## config.mk

```make
export PLATFORM = sky130hd
export DESIGN_NAME = dlts_div10
export DESIGN_NICKNAME = d
export VERILOG_FILES = /design/src/design/delta_list_task_scheduler_macros.svh /design/src/design/dlts_pkg.sv /design/src/design/dlts_div10.sv
export SDC_FILE = /design/constraint.sdc
export NUM_CORES = 1
export LEC_CHECK = 0
export BUFFER_PORTS_ARGS = -buffer_cell sky130_fd_sc_hd__buf_2
export CORE_ASPECT_RATIO = 0.7
export CORE_MARGIN = 5
export CORE_UTILIZATION = 60
export CTS_BUF_LIST = sky130_fd_sc_hd__clkbuf_4
export DETAILED_ROUTE_END_ITERATION = 12
export PLACE_DENSITY = 0.78
export RECOVER_POWER = 25
export SYNTH_ARGS = -nofsm -noshare
export SYNTH_HDL_FRONTEND = slang
export SYNTH_SLANG_ARGS = --single-unit
```

## constraint.sdc

```tcl
create_clock -name clk -period 18.4 [get_ports clk]
set_input_delay 2.76 -clock clk [delete_from_list [all_inputs] [get_ports clk]]
set_output_delay 2.76 -clock clk [all_outputs]
set_load 0.01 [all_outputs]
```

## src/design/delta_list_task_scheduler_macros.svh

```systemverilog
// assertion macros for the delta list task scheduler
`ifndef DELTA_LIST_TASK_SCHEDULER_MACROS_SVH
`define DELTA_LIST_TASK_SCHEDULER_MACROS_SVH

// same-cycle implication, checked out of reset
`define DLTS_ASSERT_NOW(label, ante, cons, msg) \
  label: assert property (@(posedge clk) disable iff (rst) (ante) |-> (cons)) \
    else $error(msg);

// next-cycle implication, checked out of reset
`define DLTS_ASSERT_NEXT(label, ante, cons, msg) \
  label: assert property (@(posedge clk) disable iff (rst) (ante) |=> (cons)) \
    else $error(msg);

`endif

```

## src/design/dlts_pkg.sv

```systemverilog
// types and codes shared by the delta list scheduler modules
`timescale 1ns / 1ps

package dlts_pkg;

  localparam int DELTA_W = 29;

  // command codes
  localparam logic [1:0] CMD_TICK = 2'd0;
  localparam logic [1:0] CMD_ADD  = 2'd1;
  localparam logic [1:0] CMD_DEL  = 2'd2;
  localparam logic [1:0] CMD_DISP = 2'd3;

  // status codes
  localparam logic [1:0] ST_OK       = 2'd0;
  localparam logic [1:0] ST_FULL     = 2'd1;
  localparam logic [1:0] ST_NOTFOUND = 2'd2;
  localparam logic [1:0] ST_NONEDUE  = 2'd3;

  // cell operations
  localparam logic [1:0] OP_NONE = 2'd0;
  localparam logic [1:0] OP_TICK = 2'd1;
  localparam logic [1:0] OP_INS  = 2'd2;
  localparam logic [1:0] OP_REM  = 2'd3;

  typedef struct packed {
    logic               valid;
    logic [7:0]         handle;
    logic [7:0]         ident;
    logic [DELTA_W-1:0] delta;
    logic [31:0]        period;
    logic [7:0]         runs;
  } entry_t;

  typedef struct packed {
    logic [1:0]         op;
    logic [DELTA_W-1:0] rem;
    entry_t             fresh;
  } cell_ctl_t;

  typedef struct packed {
    logic               valid;
    logic               match;
    logic               le;
    logic [DELTA_W-1:0] delta;
  } probe_t;

endpackage

```

## src/design/dlts_div10.sv

```systemverilog
// divide by ten of a millisecond value into ticks by reciprocal multiply
`timescale 1ns / 1ps

module dlts_div10 (
  input  logic                         clk,
  input  logic                         rst,
  input  logic                         go,
  input  logic [31:0]                  dividend,
  output logic                         done,
  output logic [dlts_pkg::DELTA_W-1:0] quot
);

  logic [63:0] prod;

  // floor(x / 10) = (x * 0xCCCCCCCD) >> 35 for every 32-bit x
  assign quot = prod[35 +: dlts_pkg::DELTA_W];

  always_ff @(posedge clk) begin
    if (rst) done <= 1'b0;
    else done <= go;
  end

  always_ff @(posedge clk) begin
    if (go) prod <= {32'd0, dividend} * {32'd0, 32'hCCCCCCCD};
  end

endmodule

```

Word level (Yosys, flattened, before mapping)

Index checks and enable logic that the tools add are counted.

Multiply operators: 1

Operators with widths:

| kind                                                                  | count |
|---|---|
| 32-bit by 32-bit multiplier with 64-bit output, second input constant | 1 |

Bits in registers: 65
Input bits: 35
Output and inout port bits: 30
Word-level logic and storage cells: 3

Longest topological paths before layout

Depth in word-level cells: 1
Depth in mapped cells: 26
Mapped depth without buffers: 24

Worst setup path after synthesis

Ideal clock, no wire load.

Path kind: input-to-reg
From: input dividend[19]
To: register prod[63] (data pin)
Library setup time: 260 ps
Arrival time: 8,689 ps
Required time: 18,140 ps
Setup slack: 9,451 ps
Stages on the path: 23
Cells stage by stage: ha_1 -> inv_1 -> fa_1 -> inv_1 -> fa_1 -> inv_1 -> fa_1 -> inv_1 -> fa_1 -> fa_1 -> fa_1 -> inv_1 -> fa_1 -> inv_1 -> ha_1 -> and3_1 -> and3_1 -> a221oi_1 -> o2111ai_2 -> a21oi_4 -> o211ai_1 -> a31oi_1 -> xnor2_1

Cells in the longest elaborated chain, start to end: 1

RTL lines:

| item                                           | line             | text |
|---|---|---|
| start, declared                                | dlts_div10.sv:8  | `input logic [31:0] dividend,` |
| 32-bit by 32-bit multiplier with 64-bit output | dlts_div10.sv:24 | `if (go) prod <= {32'd0, dividend} * {32'd0, 32'hCCCCCCCD};` |
| end signal, assigned                           | dlts_div10.sv:24 |  |
| end, declared                                  | dlts_div10.sv:13 | `logic [63:0] prod;` |

No other way between the ends.
A chain may end at the register's enable or synchronous reset.

Worst setup path in the final report

From: input dividend[8]
To: register prod[63] (data pin)

Same word-level chain as after synthesis.

==> qor.csv <==
stage,metric,value,unit
yosys,syn_nets,2502,
routing,drc,0,
floorplan,ios,65,
sta,fin_crit,10110,ps
clock_network,cts_buffers,5,
global_routing,antenna_found_initial,0,
floorplan,core,0.02895,sq mm
hold_path,hold_depth,2,
yosys,synth_edf_count,29,
yosys,avgSynthCellArea,10.18,sq um
routing,via_count,12570,
setup_path,cp-end-kind,flip-flop,
global_routing,grt_pass1_wl,78070,um
sta,fmax,98.94,MHz
hold_path,hold_start,rst,
setup_path,critPathMaxStageDelay,640,ps
run,drv_cap,1,
routing,routed_via_density,5.804,
setup_path,worstSetupStartpointType,input port,
routing,detail_route.wl_per_cell,23.78,um
setup_path,crit_path_top_delay_cell,fa_1,
routing,wl,51500,um
place,place_hpwl,47030,um
cells_and_area,fill_cells,2348,
setup_path,cp.arrival,10220,ps
floorplan,rows,52,
sta,tightest_slew,1593,ps
cells_and_area,syn2layout_area_growth,4.386,%
routing,firstDrtPassIters,5,
yosys,syn_inst,1735,
yosys,synth_warnings,0,
sta,hold_slack,2549,ps
yosys,synthArstFlopShare,0,%
global_routing,grt_pass1_vias,13240,
sta,finalCritPeriodShare,54.93,%
clock_network,root_buffer,clkbuf_4,
hold_path,min_to,done$_SDFF_PP0_,
clock_network,post_cts_buffers,0,
yosys,synthFlopType,edfxtp_1,
sta,rsz0062_at_grt,false,
setup_path,crit_type,input port to flip-flop,
sta,drv_slew,31,
floorplan,chipHeight,153.5,um
sta,timing.final.ws_setup,8293,ps
place,gp_congestion,1.075,
yosys,ys_seq_elements,30,
global_routing,grt.overflow.total,0,
global_routing,grt_max_degree,31,
floorplan,dieWidth,215.1,um
sta,fin_setup_tns,0,ps
yosys,syn_area,0.01766,sq mm
floorplan,die_area,0.03302,sq mm
floorplan,initial_core_util,60.99,%
clock_network,ctsHoldBuffers,0,
sta,setup_violations,0,
routing,drt-initial-drc-count,1278,
setup_path,cp.required,18510,ps
clock_network,cts_resized,0,
setup_path,worst-path-max-fanout,7,
routing,ant_nets,0,
sta,relSlewSlack,-6.222,%
setup_path,path_common_cell,fa_1,
clock_network,clockBufferDepth,2,
cells_and_area,diodes,0,
cells_and_area,final_nets,2554,
clock_network,cts.sinks,30,
yosys,ys_types,50,
run_status,status,"complete, but fails checks",
cells_and_area,drive_above_1_share,4.530,%
yosys,yosysSeqAreaShare,5.045,%
place,port_buffers,64,
sta,hold_viol_final,0,
global_routing,grt_usage,31.65,%
setup_path,crit_chain,"buf_2, ha_1, inv_1, fa_1, inv_1, fa_1, inv_1, fa_1, inv_1, fa_1, fa_1, fa_1, fa_1, ha_1, a21oi_1, o21ai_0, a221oi_1, o2111ai_2, a21oi_4, o211ai_1, a31oi_1, xnor2_1",
clock_network,clkTransAtPathRegs,100,ps
run_status,violations,"capacitance limit, slew limit",
clock_network,cts_tree,done,
hold_path,hp-class,input port to flip-flop,
place,pre_cts_slack,8180,ps
clock_network,h-tree-depth,2,
[cells in the mapped netlist, drive strengths merged, types with 17 or more instances]
cell / count / area, sq um
xnor2: 36 / 315.3
nor2: 28 / 105.1
edfxtp: 29 / 870.8
nand3: 17 / 85.08
clkbuf: 19 / 71.32
inv: 532 / 1997
ha: 346 / 4329
fa: 386 / 7727
xor2: 43 / 376.6
o21ai: 38 / 190.2
nand2: 50 / 187.7
a21oi: 66 / 341.6
a21o: 35 / 262.8
[final cells by class]
class | count | area (sq um) | area share [%]
Clock buffer | 6 | 45.04 | 0.2443
Clock inverter | 2 | 8.758 | 0.04751
Inverter | 532 | 1997 | 10.83
Multi-Input combinational cell | 1154 | 14700 | 79.75
Sequential cell | 30 | 890.9 | 4.833
Tap cell | 378 | 473.0 | 2.566
Timing Repair Buffer | 64 | 319.1 | 1.731
[logic make-up (layout without fill, tap and decap cells)]
logic type | count (synthesis) | after routing | share of synthesized area (%)
adder cells (fa/ha/maj) | 732 | 732 | 68.27
buffers and inverters | 551 | 604 | 11.71
AO/OA/AOI/OAI | 185 | 185 | 6.674
AND/OR/NAND/NOR | 158 | 158 | 4.379
XOR/XNOR | 79 | 79 | 3.918
flip-flops | 30 | 30 | 5.045
[state kept, by name, indices dropped and copies added, names as in the netlist]
| register | flops |
|---|---|
| done | 1 |
| prod | 29 |
[placed cells by master (no fill, tap or decap), drive strengths merged, types with 10 or more instances in the layout]
master    n
and2     12
ha      346
xor2     43
fa      386
o21ai    38
inv     532
nor3     10
nor2     28
nand4    14
xnor2    36
a21oi    66
nand3    17
a21o     35
nand2    50
edfxtp   29
buf      63
[worst max-delay path, delay by kind of cell]
kind | cells | cell delay (ps)
adder cells (fa/ha/maj) | 9 | 4570
AO/OA/AOI/OAI | 7 | 2170
buffers and inverters | 5 | 610
XOR/XNOR | 1 | 110
[worst max-delay path by stage]
stage | start | to | slack [ps] | cells after the start
6_report | dividend[8] | prod[63]$_DFFE_PP_ | 8290 | 22
3_5_place_dp | dividend[19] | prod[63]$_DFFE_PP_ | 8180 | 24
5_1_grt | dividend[8] | prod[60]$_DFFE_PP_ | 8170 | 23
3_3_place_gp | dividend[19] | prod[63]$_DFFE_PP_ | 8170 | 24
4_1_cts | dividend[19] | prod[63]$_DFFE_PP_ | 8580 | 24
2_1_floorplan | dividend[19] | prod[63]$_DFFE_PP_ | 9450 | 23
[metrics by stage]
| stage | utilization [%] | instance area, sq um | std cells |
|---|---|---|---|
| final | 63.67 | 18430 | 2166 |
| after global routing | 63.67 | 18430 | 2166 |
| after CTS | 63.67 | 18440 | 2166 |
| after detailed placement | 63.49 | 18380 | 2158 |
| after global placement | 63.49 | 18380 | 2158 |
| after floorplan | - | 17660 | 1735 |
[per-layer routing]
metal  up-vias  routed length [um]  track usage, %
met5         -                   0               0
met4         0                 587           2.802
met3        53                9639           19.69
met2       763               19520           40.98
met1      6288               21760           46.75
li1       5468                   -               -
Power is left out: the tool's default activity adds up to more than one toggle a clock period on the data nets, which glitch-free logic cannot reach.
