===== src/design/delta_list_task_scheduler_macros.svh =====
// assertion macros for the delta list task scheduler
`ifndef DELTA_LIST_TASK_SCHEDULER_MACROS_SVH
`define DELTA_LIST_TASK_SCHEDULER_MACROS_SVH

// same-cycle implication, checked out of reset
`define DLTS_ASSERT_NOW(label, ante, cons, msg) \
  label: assert property (@(posedge clk) disable iff (rst) (ante) |-> (cons)) \
    else $error(msg);

// next-cycle implication, checked out of reset
`define DLTS_ASSERT_NEXT(label, ante, cons, msg) \
  label: assert property (@(posedge clk) disable iff (rst) (ante) |=> (cons)) \
    else $error(msg);

`endif


===== src/design/dlts_pkg.sv =====
// types and codes shared by the delta list scheduler modules
`timescale 1ns / 1ps

package dlts_pkg;

  localparam int DELTA_W = 29;

  // command codes
  localparam logic [1:0] CMD_TICK = 2'd0;
  localparam logic [1:0] CMD_ADD  = 2'd1;
  localparam logic [1:0] CMD_DEL  = 2'd2;
  localparam logic [1:0] CMD_DISP = 2'd3;

  // status codes
  localparam logic [1:0] ST_OK       = 2'd0;
  localparam logic [1:0] ST_FULL     = 2'd1;
  localparam logic [1:0] ST_NOTFOUND = 2'd2;
  localparam logic [1:0] ST_NONEDUE  = 2'd3;

  // cell operations
  localparam logic [1:0] OP_NONE = 2'd0;
  localparam logic [1:0] OP_TICK = 2'd1;
  localparam logic [1:0] OP_INS  = 2'd2;
  localparam logic [1:0] OP_REM  = 2'd3;

  typedef struct packed {
    logic               valid;
    logic [7:0]         handle;
    logic [7:0]         ident;
    logic [DELTA_W-1:0] delta;
    logic [31:0]        period;
    logic [7:0]         runs;
  } entry_t;

  typedef struct packed {
    logic [1:0]         op;
    logic [DELTA_W-1:0] rem;
    entry_t             fresh;
  } cell_ctl_t;

  typedef struct packed {
    logic               valid;
    logic               match;
    logic               le;
    logic [DELTA_W-1:0] delta;
  } probe_t;

endpackage


===== src/design/dlts_cell.sv =====
// one table slot of the scheduler chain
`timescale 1ns / 1ps

module dlts_cell (
  input  logic               clk,
  input  logic               rst,
  input  dlts_pkg::cell_ctl_t ctl,
  input  logic               tok,
  input  logic               ge,
  input  dlts_pkg::entry_t   left,
  input  logic               left_tok,
  input  dlts_pkg::entry_t   right,
  output dlts_pkg::entry_t   ent,
  output dlts_pkg::probe_t   probe
);

  dlts_pkg::entry_t ent_next;

  // probe of this slot when the token sits here
  always_comb begin
    probe.valid = tok & ent.valid;
    probe.match = tok & ent.valid & (ent.ident == ctl.fresh.ident);
    probe.le    = tok & ent.valid & (ent.delta <= ctl.rem);
    probe.delta = tok ? ent.delta : '0;
  end

  // slot update: age, open a gap, or close one
  always_comb begin
    ent_next = ent;
    case (ctl.op)
      dlts_pkg::OP_TICK: begin
        if (tok && ent.valid) begin
          if (ent.delta == '0) begin
            if (ent.runs != 8'hFF) ent_next.runs = ent.runs + 8'd1;
          end else begin
            ent_next.delta = ent.delta - (dlts_pkg::DELTA_W)'(1);
          end
        end
      end
      dlts_pkg::OP_INS: begin
        if (tok) begin
          ent_next = ctl.fresh;
        end else if (ge) begin
          ent_next = left;
          if (left_tok) ent_next.delta = left.delta - ctl.rem;
        end
      end
      dlts_pkg::OP_REM: begin
        if (ge) begin
          ent_next = right;
          if (tok) ent_next.delta = right.delta + ent.delta;
        end
      end
      default: ent_next = ent;
    endcase
  end

  always_ff @(posedge clk) begin
    if (rst) ent.valid <= 1'b0;
    else ent <= ent_next;
  end

endmodule


===== config.mk =====
export PLATFORM = sky130hd
export DESIGN_NAME = dlts_cell
export DESIGN_NICKNAME = d
export VERILOG_FILES = /design/src/design/delta_list_task_scheduler_macros.svh /design/src/design/dlts_pkg.sv /design/src/design/dlts_cell.sv
export SDC_FILE = /design/constraint.sdc
export NUM_CORES = 1
export LEC_CHECK = 0
export BUFFER_PORTS_ARGS = -buffer_cell sky130_fd_sc_hd__buf_2
export CORE_AREA = 2 2 160 162
export CTS_CLUSTER_SIZE = 40
export DETAILED_ROUTE_END_ITERATION = 8
export DIE_AREA = 0 0 162 164
export PLACE_DENSITY = 0.68
export SLEW_MARGIN = 20
export SYNTH_ARGS = -nofsm -noshare
export SYNTH_HDL_FRONTEND = slang
export SYNTH_SLANG_ARGS = --single-unit

===== constraint.sdc =====
create_clock -name clk -period 5.07 [get_ports clk]
set_clock_uncertainty 0.15 [all_clocks]
set_input_delay 0 -clock clk [delete_from_list [all_inputs] [get_ports clk]]
set_output_delay 0 -clock clk [all_outputs]
set_load 0.01 [all_outputs]

======== Word-level counts from Yosys, hierarchy flattened ========
Index checks and enable logic that the tools add are counted.
Widths: inputs -> output; s select.
operators by class
  add/sub/neg operators ................... 4
  multipliers ............................. 0
  divide/modulo/power cells ............... 0
  order comparisons ....................... 1
  equal/unequal tests ..................... 11
  shifts and indexed selects .............. 0
  muxes and demuxes ....................... 15
  bitwise gates (word level) .............. 4
  reduce and logical (&&, ||, !) cells .... 8
operators with widths
  cell                   number
  $mux 86                3
  $mux 29                5
  $pmux 29 s3            1
  $pmux 32 s2            1
  $pmux 17 s2            1
  $add 29x29->29         1
  $le 29x29->1           1
  $logic_not 29->1       1
  $sub 29x1->29 const B  1
  $sub 29x29->29         1
  $mux 8                 3
  $pmux 8 s3             1
  $ne 2x2->1 const B     5
  $add 8x1->8 const B    1
  $eq 8x8->1             1
  $ne 8x8->1 const B     1
  $reduce_and 7->1       1
  $reduce_and 6->1       1
  $eq 2x2->1 const B     2
  $reduce_and 4->1       1
  $and 1x1->1            3
  $ne 3x3->1 const B     1
  $reduce_and 3->1       1
  $reduce_bool 3->1      1
  other kinds (4)        4
word-level totals
  bits in registers ....................... 86
  latch bits .............................. 0
  bits in writable memories ............... 0
  bits in read-only memories .............. 0
  input port bits ......................... 294
  logic and storage cells ................. 49
  memories kept ........................... 0

======== Logic depth before layout (Yosys ltp) ========
Gate-level depths: netlist of run 1.
  depth in word-level cells ............... 5
  gate-level depth with buffers ........... 12
  depth with buffers taken out ............ 12

======== Worst setup path after synthesis of run 1 ========
Ideal clock, no wire load.
  path kind ............................... input-to-reg
  start point ............................. input tok
  end point ............................... register ent[10] in the netlist's numbering, enable pin
  library setup time ...................... 454 ps
  arrival ................................. 2884 ps
  required time ........................... 4466 ps
  path slack .............................. 1582 ps
  stages on the path ...................... 6
  buffers on the path ..................... 2
  path through ............................ clkbuf_1 inv_1 buf_1 nor2_1 o21ai_0 nor2_1
on the way
  word-level cells in the longest chain between the ends .. 2
RTL lines
  item                               RTL line         RTL
  start: declaration                 dlts_cell.sv:8   input logic tok,
  $ne 3x3->1 (no source line)        n/a
  $reduce_and 4->1 (no source line)  n/a
  end signal: assignment             dlts_cell.sv:60  else ent <= ent_next;
  end: declaration                   dlts_cell.sv:13  output dlts_pkg::entry_t ent,
Every way passes these cells.
A chain may end at the register's enable or synchronous reset.

==> flow_metrics.env, run 1 <==
export IMPL_layout_common_cells="buf_2, nand2_1, dlygate4sd3_1, o21ai_0, ha_1"
export IMPL_h_tree_depth=3
export IMPL_cts_hold_buf=134
export IMPL_clk_pin_slew_worst_paths_ns=0.07
export IMPL_p_per_area_nw_per_um2=193
export IMPL_largest_register_ffs=86
export IMPL_clk_path_buf_depth=2
export IMPL_cts_sinks=86
export IMPL_hold_viol=1
export IMPL_layout_commonest_cell="buf_2"
export IMPL_cp_slowest_cell="dlygate4sd3_1"
export IMPL_ys_ff_latch=86
export IMPL_async_flop_share_pct=0
export IMPL_syn_num_nets=1554
export IMPL_grt_pass1_vias=10900
export IMPL_nets=2063
export IMPL_cp_buffers_inverters=1
export IMPL_avgSynthCellArea_um2=8.38
export IMPL_period_needed_ns=4.09
export IMPL_viasPerCell=5.67
export IMPL_top_register="ent"
export IMPL_antenna_found_initial=6
export IMPL_power_leakage_nw=6.31
export IMPL_num_rows=58
export IMPL_die_area_um2=26600
export IMPL_crit_family="compound AO/OA/AOI/OAI gates"
export IMPL_cts_root_buffer="clkbuf_16"
export IMPL_crit_path_end_kind="flip-flop"
export IMPL_clock_latency_ns=0.35
export IMPL_synth_warnings=0
export IMPL_critPathMaxFanout=7
export IMPL_violations="hold timing"
export IMPL_ioPinCount=412
export IMPL_drive_gt1_share_pct=28.1
export IMPL_cpMostUsedCell="nand3_1"
export IMPL_cts_resized=0
export IMPL_final_core_utilization_pct=55.6
export IMPL_dp_hpwl_mm=31.3
export IMPL_worstPathCellList="ha_1, fa_1, a211oi_1, o21ai_1, o2111ai_1, a21oi_1, nand3_1, nand2_1, xor2_1, a221oi_1, nand3_1, dlygate4sd3_1"
export IMPL_crit_type="flip-flop to flip-flop"
export IMPL_finalCritPeriodShare_pct=80.6
export IMPL_coreArea_um2=24800
export IMPL_die_h_um=164
export IMPL_clock_fmax_mhz=245
export IMPL_report_final_slew_viol_count=0
export IMPL_grt_pass1_wl_mm=60.9
export IMPL_r2r_slack_ns=0.98
export IMPL_ys_seq_area_share_pct=26.2
export IMPL_met1_length_mm=16.9
export IMPL_synthFlopType="edfxtp_1"
export IMPL_crit_required_ns=5.02
export IMPL_worst_slew_pin_slew_ns=1.12
export IMPL_holdWs_ns=-0.00219
export IMPL_track_usage_pct=29.9
export IMPL_tns_ns=0
export IMPL_setup_viol=0
export IMPL_globalRoute_totalOverflow=0
export IMPL_gp_congestion=0.936
export IMPL_rsz0062_at_grt="no"
export IMPL_first_iter_violations=1052
export IMPL_io_buffers=411
export IMPL_wl_met2_mm=19.8
export IMPL_area_delta_synth_final_pct=40.6
export IMPL_final_antenna_net_count=0
export IMPL_syn_inst=1171
export IMPL_status="finished, violations left"
export IMPL_post_synth_instance_area_um2=9810
export IMPL_wl_per_cell_um=20.7
export IMPL_die_width_um=162
export IMPL_first_pass_iters=6
export IMPL_worstPathArrival_ns=4.04
export IMPL_initial_utilization_pct=39.5
export IMPL_cp_start_kind="flip-flop"
export IMPL_route_detailed_drc=0
export IMPL_slowest_delay_ns=0.56
export IMPL_max_cap_viol_count=0
export IMPL_relSlewSlack_pct=25.5
export IMPL_highest_layer="met5"
export IMPL_cts_buffers=9
export IMPL_reg_top3="ent x86"
export IMPL_dr_wl_met3_mm=3.39
export IMPL_min_path_type="primary input to flip-flop"
export IMPL_ir_worst_vdd_v=0.000176
export IMPL_post_cts_setup_buffers=0
export IMPL_grt_max_degree=97
export IMPL_ys_types=79
export IMPL_via_count=11500
export IMPL_synth_edf_count=85
export IMPL_cts_tree="yes"
export IMPL_wirelength_mm=41.8
==> worst min-delay path, stage by stage <==
cell and delay, ns:
buf_2 0.09, a2bb2oi_1 0.17, a21oi_1 0.08, o21ai_0 0.06
==> power breakdown <==
group	leakage [nW]	switching, mW	total, mW	internal, mW
clock network	0.145	0.336	0.681	0.346
registers	0.787	0.0472	0.888	0.841
logic	5.38	0.577	1.10	0.519
total	6.31	0.959	2.66	1.71
==> final timing paths <==
| kind | startpoint | to | depth (start not counted) |
|---|---|---|---|
| worst min register to register | ent[7] | ent[7] | 2 |
| worst max register to register | ent[40] | ent[60] | 12 |
| worst min-delay path | ctl[48] | ent[48] | 4 |
| worst max-delay path | ent[40] | ent[60] | 12 |
==> synthesized netlist by cell type (4+ instances only) <==
cell / count / area (µm²)
clkbuf_1: 43 / 161
a31oi_1: 12 / 75.1
nand4_1: 16 / 100
ha_1: 87 / 1090
nand2_1: 136 / 510
o21ai_0: 117 / 586
nor4_1: 5 / 31.3
nor2b_1: 9 / 56.3
o211ai_1: 12 / 90.1
mux2_2: 8 / 90.1
o21a_1: 8 / 60.1
a211oi_1: 13 / 97.6
nand3b_1: 6 / 45.0
mux2i_1: 69 / 691
o31ai_1: 5 / 37.5
a211o_1: 8 / 70.1
nor3_1: 15 / 75.1
xnor2_1: 48 / 420
a21o_1: 30 / 225
a221oi_1: 5 / 43.8
inv_1: 46 / 173
nor2_1: 71 / 267
o21bai_1: 5 / 37.5
o22ai_1: 6 / 37.5
or4_1: 5 / 37.5
xor2_1: 33 / 289
and2_1: 30 / 188
o221ai_1: 4 / 35.0
edfxtp_1: 85 / 2550
and3_1: 12 / 75.1
nand3_1: 24 / 120
o2111ai_1: 5 / 43.8
o21ai_1: 5 / 25.0
mux4_2: 8 / 180
nand2b_1: 19 / 119
a21oi_1: 86 / 430
buf_1: 12 / 45.0
a22oi_1: 9 / 67.6
==> logic make-up (layout without fill, tap and decap cells) <==
kind of cell / Yosys count / count (layout) / share of synthesized area (%)
AND/OR/NAND/NOR: 366 / 366 / 18.4
AO/OA/AOI/OAI: 359 / 359 / 22.7
buffers and inverters: 105 / 619 / 4.12
adder cells (fa/ha/maj): 89 / 89 / 11.5
flip-flops: 86 / 86 / 26.2
multiplexers: 85 / 85 / 9.79
XOR/XNOR: 81 / 81 / 7.23
other: 0 / 6 / 0
==> through the flow <==
| stage | hold slack [ns] | total power, mW | setup slack [ns] | std cells | instance area, µm² |
|---|---|---|---|---|---|
| 3_3_place_gp | 0.0811 | 1.84 | 1.64 | 1865 | 12200 |
| 2_1_floorplan | -0.0809 | 1.49 | 1.58 | 1171 | 9810 |
| 4_1_cts | 0.000131 | 2.65 | 1.08 | 2015 | 13800 |
| 3_5_place_dp | 0.0896 | 1.86 | 1.61 | 1865 | 12200 |
| 6_report | -0.00219 | 2.66 | 0.983 | 2021 | 13800 |
| 5_1_grt | 0.0198 | 2.79 | 0.753 | 2019 | 13800 |
==> final cells by class <==
class                   instances  area [µm²]
fillers                      2319       11000
well taps                     330         413
diodes                          6        15.0
repair buffers                556        3490
flip-flops and latches         86        2570
inverters                      47         176
multi-input cells             980        6850
clock buffers                   9         225
clock inverters                 7        62.6
==> routing by layer <==
metal	up-vias	global-route usage [%]
met5	-	0
met2	577	50.3
li1	5382	-
met3	113	6.04
met4	4	12.7
met1	5387	37.4
No activity file was read; power rests on OpenSTA's default activity.
==> run 2: changes to the inputs <==
CORE_AREA = 2 2 161 163   (was 2 2 160 162)
DIE_AREA = 0 0 163 165   (was 0 0 162 164)
PLACE_DENSITY = 0.67   (was 0.68)
clock period = 3.9 ns   (was 5.07 ns; I/O delays follow)
==> run 2 against run 1 <==
Net effect:
- the flow now finishes without violations
- maximum frequency grew 9.0%
- final cell count up 0.54%
- power is 34% higher
- non-clock buffer count grew 13
- sequential share of layout area down 0.21 points
- core utilization is 0.15 points higher
==> flow_metrics.env, run 2 (same netlist as run 1, synthesis figures left out) <==
export IMPL_status="completed"
export IMPL_p_per_area_nw_per_um2=256
export IMPL_setup_viol=0
export IMPL_clock_latency_ns=0.36
export IMPL_num_rows=58
export IMPL_cp_start_kind="flip-flop"
export IMPL_power_leakage_nw=6.39
export IMPL_globalRoute_totalOverflow=0
export IMPL_ioPinCount=412
export IMPL_swShare_pct=34.3
export IMPL_viasPerCell=5.63
export IMPL_gp_congestion=0.968
export IMPL_hold_depth=5
export IMPL_drive_gt1_share_pct=28.5
export IMPL_nets=2076
export IMPL_clk_pin_slew_worst_paths_ns=0.07
export IMPL_worst_slew_pin_slew_ns=0.861
export IMPL_via_count=11400
export IMPL_die_width_um=163
export IMPL_clock_power_share_pct=27.8
export IMPL_reg2reg_from="ent[61]"
export IMPL_top_register="ent"
export IMPL_cts_buffers=9
export IMPL_cts_sinks=86
export IMPL_final_antenna_net_count=0
export IMPL_route_detailed_drc=0
export IMPL_worstHoldEndpoint="ent[66]"
export IMPL_initial_utilization_pct=39.2
export IMPL_hold_start="ctl[66]"
export IMPL_cts_root_buffer="clkbuf_16"
export IMPL_final_core_utilization_pct=55.8
export IMPL_r2r_end="ent[68]"
export IMPL_min_path_type="primary input to flip-flop"
export IMPL_dp_cells=1872
export IMPL_cts_tree="yes"
export IMPL_grt_pass1_wl_mm=59.5
export IMPL_first_iter_violations=863
export IMPL_worstRegToRegCells=11
export IMPL_fin_cells=2032
export IMPL_switchingPower_mw=1.23
export IMPL_relSlewSlack_pct=42.6
export IMPL_finalCritPeriodShare_pct=96.2
export IMPL_reg_top3="ent x86"
export IMPL_crit_path_end_kind="flip-flop"
export IMPL_max_cap_viol_count=0
export IMPL_layout_common_cells="buf_2, dlygate4sd3_1, nand2_1, o21ai_0, ha_1"
export IMPL_p_int_mw=2.35
export IMPL_coreArea_um2=25000
export IMPL_clock_fmax_mhz=267
export IMPL_grt_pass1_vias=10900
export IMPL_combPwrFrac_pct=40.2
export IMPL_io_buffers=411
export IMPL_power_total_mw=3.57
export IMPL_period_needed_ns=3.75
export IMPL_wirelength_mm=41.0
export IMPL_first_pass_iters=7
export IMPL_tns_ns=0
export IMPL_power_frac_seq_pct=32.0
export IMPL_worstPathArrival_ns=3.71
export IMPL_die_h_um=165
export IMPL_ir_worst_vdd_v=0.000220
export IMPL_layout_commonest_cell="buf_2"
export IMPL_r2r_slack_ns=0.15
export IMPL_die_area_um2=26900
export IMPL_hold_viol=0
export IMPL_num_fill_cells=2309
export IMPL_antenna_found_initial=5
export IMPL_wl_per_cell_um=20.2
export IMPL_clk_path_buf_depth=2
export IMPL_rsz0062_at_grt="no"
export IMPL_report_final_slew_viol_count=0
export IMPL_critPathMaxFanout=8
export IMPL_crit_type="flip-flop to flip-flop"
export IMPL_area_delta_synth_final_pct=42.2
export IMPL_dp_hpwl_mm=31.1
export IMPL_crit_required_ns=3.85
export IMPL_placed_area_um2=12200
export IMPL_largest_register_ffs=86
export IMPL_h_tree_depth=3
export IMPL_fin_area_um2=14000
export IMPL_track_usage_pct=28.9
export IMPL_grt_max_degree=83
## run 2: cell count changes in the layout (fill, tap and decap cells not counted), moves of 2 or more
cell           delta
buf_4             +9
bufinv_16         +2
diode_2           -2
dlygate4sd3_1     +4
## run 2: layout make-up
cell class	instances	area, µm²	area share (%)
diodes	4	10.0	0.0717
clock buffers	9	225	1.61
clock inverters	7	103	0.735
inverters	47	176	1.26
multi-input cells	980	6870	49.2
flip-flops and latches	86	2570	18.4
well taps	330	413	2.96
repair buffers	569	3590	25.8
## run 2: stage by stage
stage / hold slack [ns] / worst slack (ns)
finish: 0.0126 / 0.149
floorplan: -0.0809 / 0.412
detailed placement: 0.0823 / 0.418
global route: 0.0311 / 0.0225
global placement: 0.0749 / 0.460
CTS: 0.00545 / 0.0317
## run 2: critical path: stages, from the launching register on
cell and delay, ns:
edfxtp_1 0.55, ha_1 0.44, a21oi_1 0.34, o22ai_1 0.16, o41ai_2 0.40, nor2_1 0.09, a311oi_1 0.28, nor2_1 0.07
a21oi_1 0.16, o22ai_1 0.09, nand4b_1 0.18, dlygate4sd3_1 0.57
## run 2: worst max path at each step
stage | from | to | slack, ns | cells after the start
floorplan | tok | ent[10] | 0.41 | 6
global placement | ent[40] | ent[64] | 0.46 | 10
detailed placement | ent[40] | ent[64] | 0.42 | 10
CTS | ent[40] | ent[68] | 0.03 | 11
global route | ent[61] | ent[68] | 0.02 | 11
finish | ent[61] | ent[68] | 0.15 | 11
## run 2: power groups by stage
| stage | clock, mW | sequential (mW) | combinational (mW) |
|---|---|---|---|
| 4_1_cts | 1.01 | 1.14 | 1.40 |
| 5_1_grt | 1.03 | 1.15 | 1.56 |
| 3_5_place_dp | 0 | 1.16 | 1.25 |
| 2_1_floorplan | 0 | 1.18 | 0.763 |
| 3_3_place_gp | 0 | 1.16 | 1.24 |
| 6_report | 0.993 | 1.14 | 1.44 |
## run 2: layer usage
metal	share of wire (%)	GRT usage, %
met5	0.032	0
met4	2.9	9.61
met3	8.9	5.88
met2	49	50.1
met1	40	35.9
## run 2: timing repair
| action | in CTS | in global routing |
|---|---|---|
| gates resized for setup | 0 | 3 |
| hold endpoints to repair | 76 | 0 |
| setup buffers | 0 | 2 |
| setup endpoints to repair | 0 | 1 |
| hold buffers | 138 | 0 |
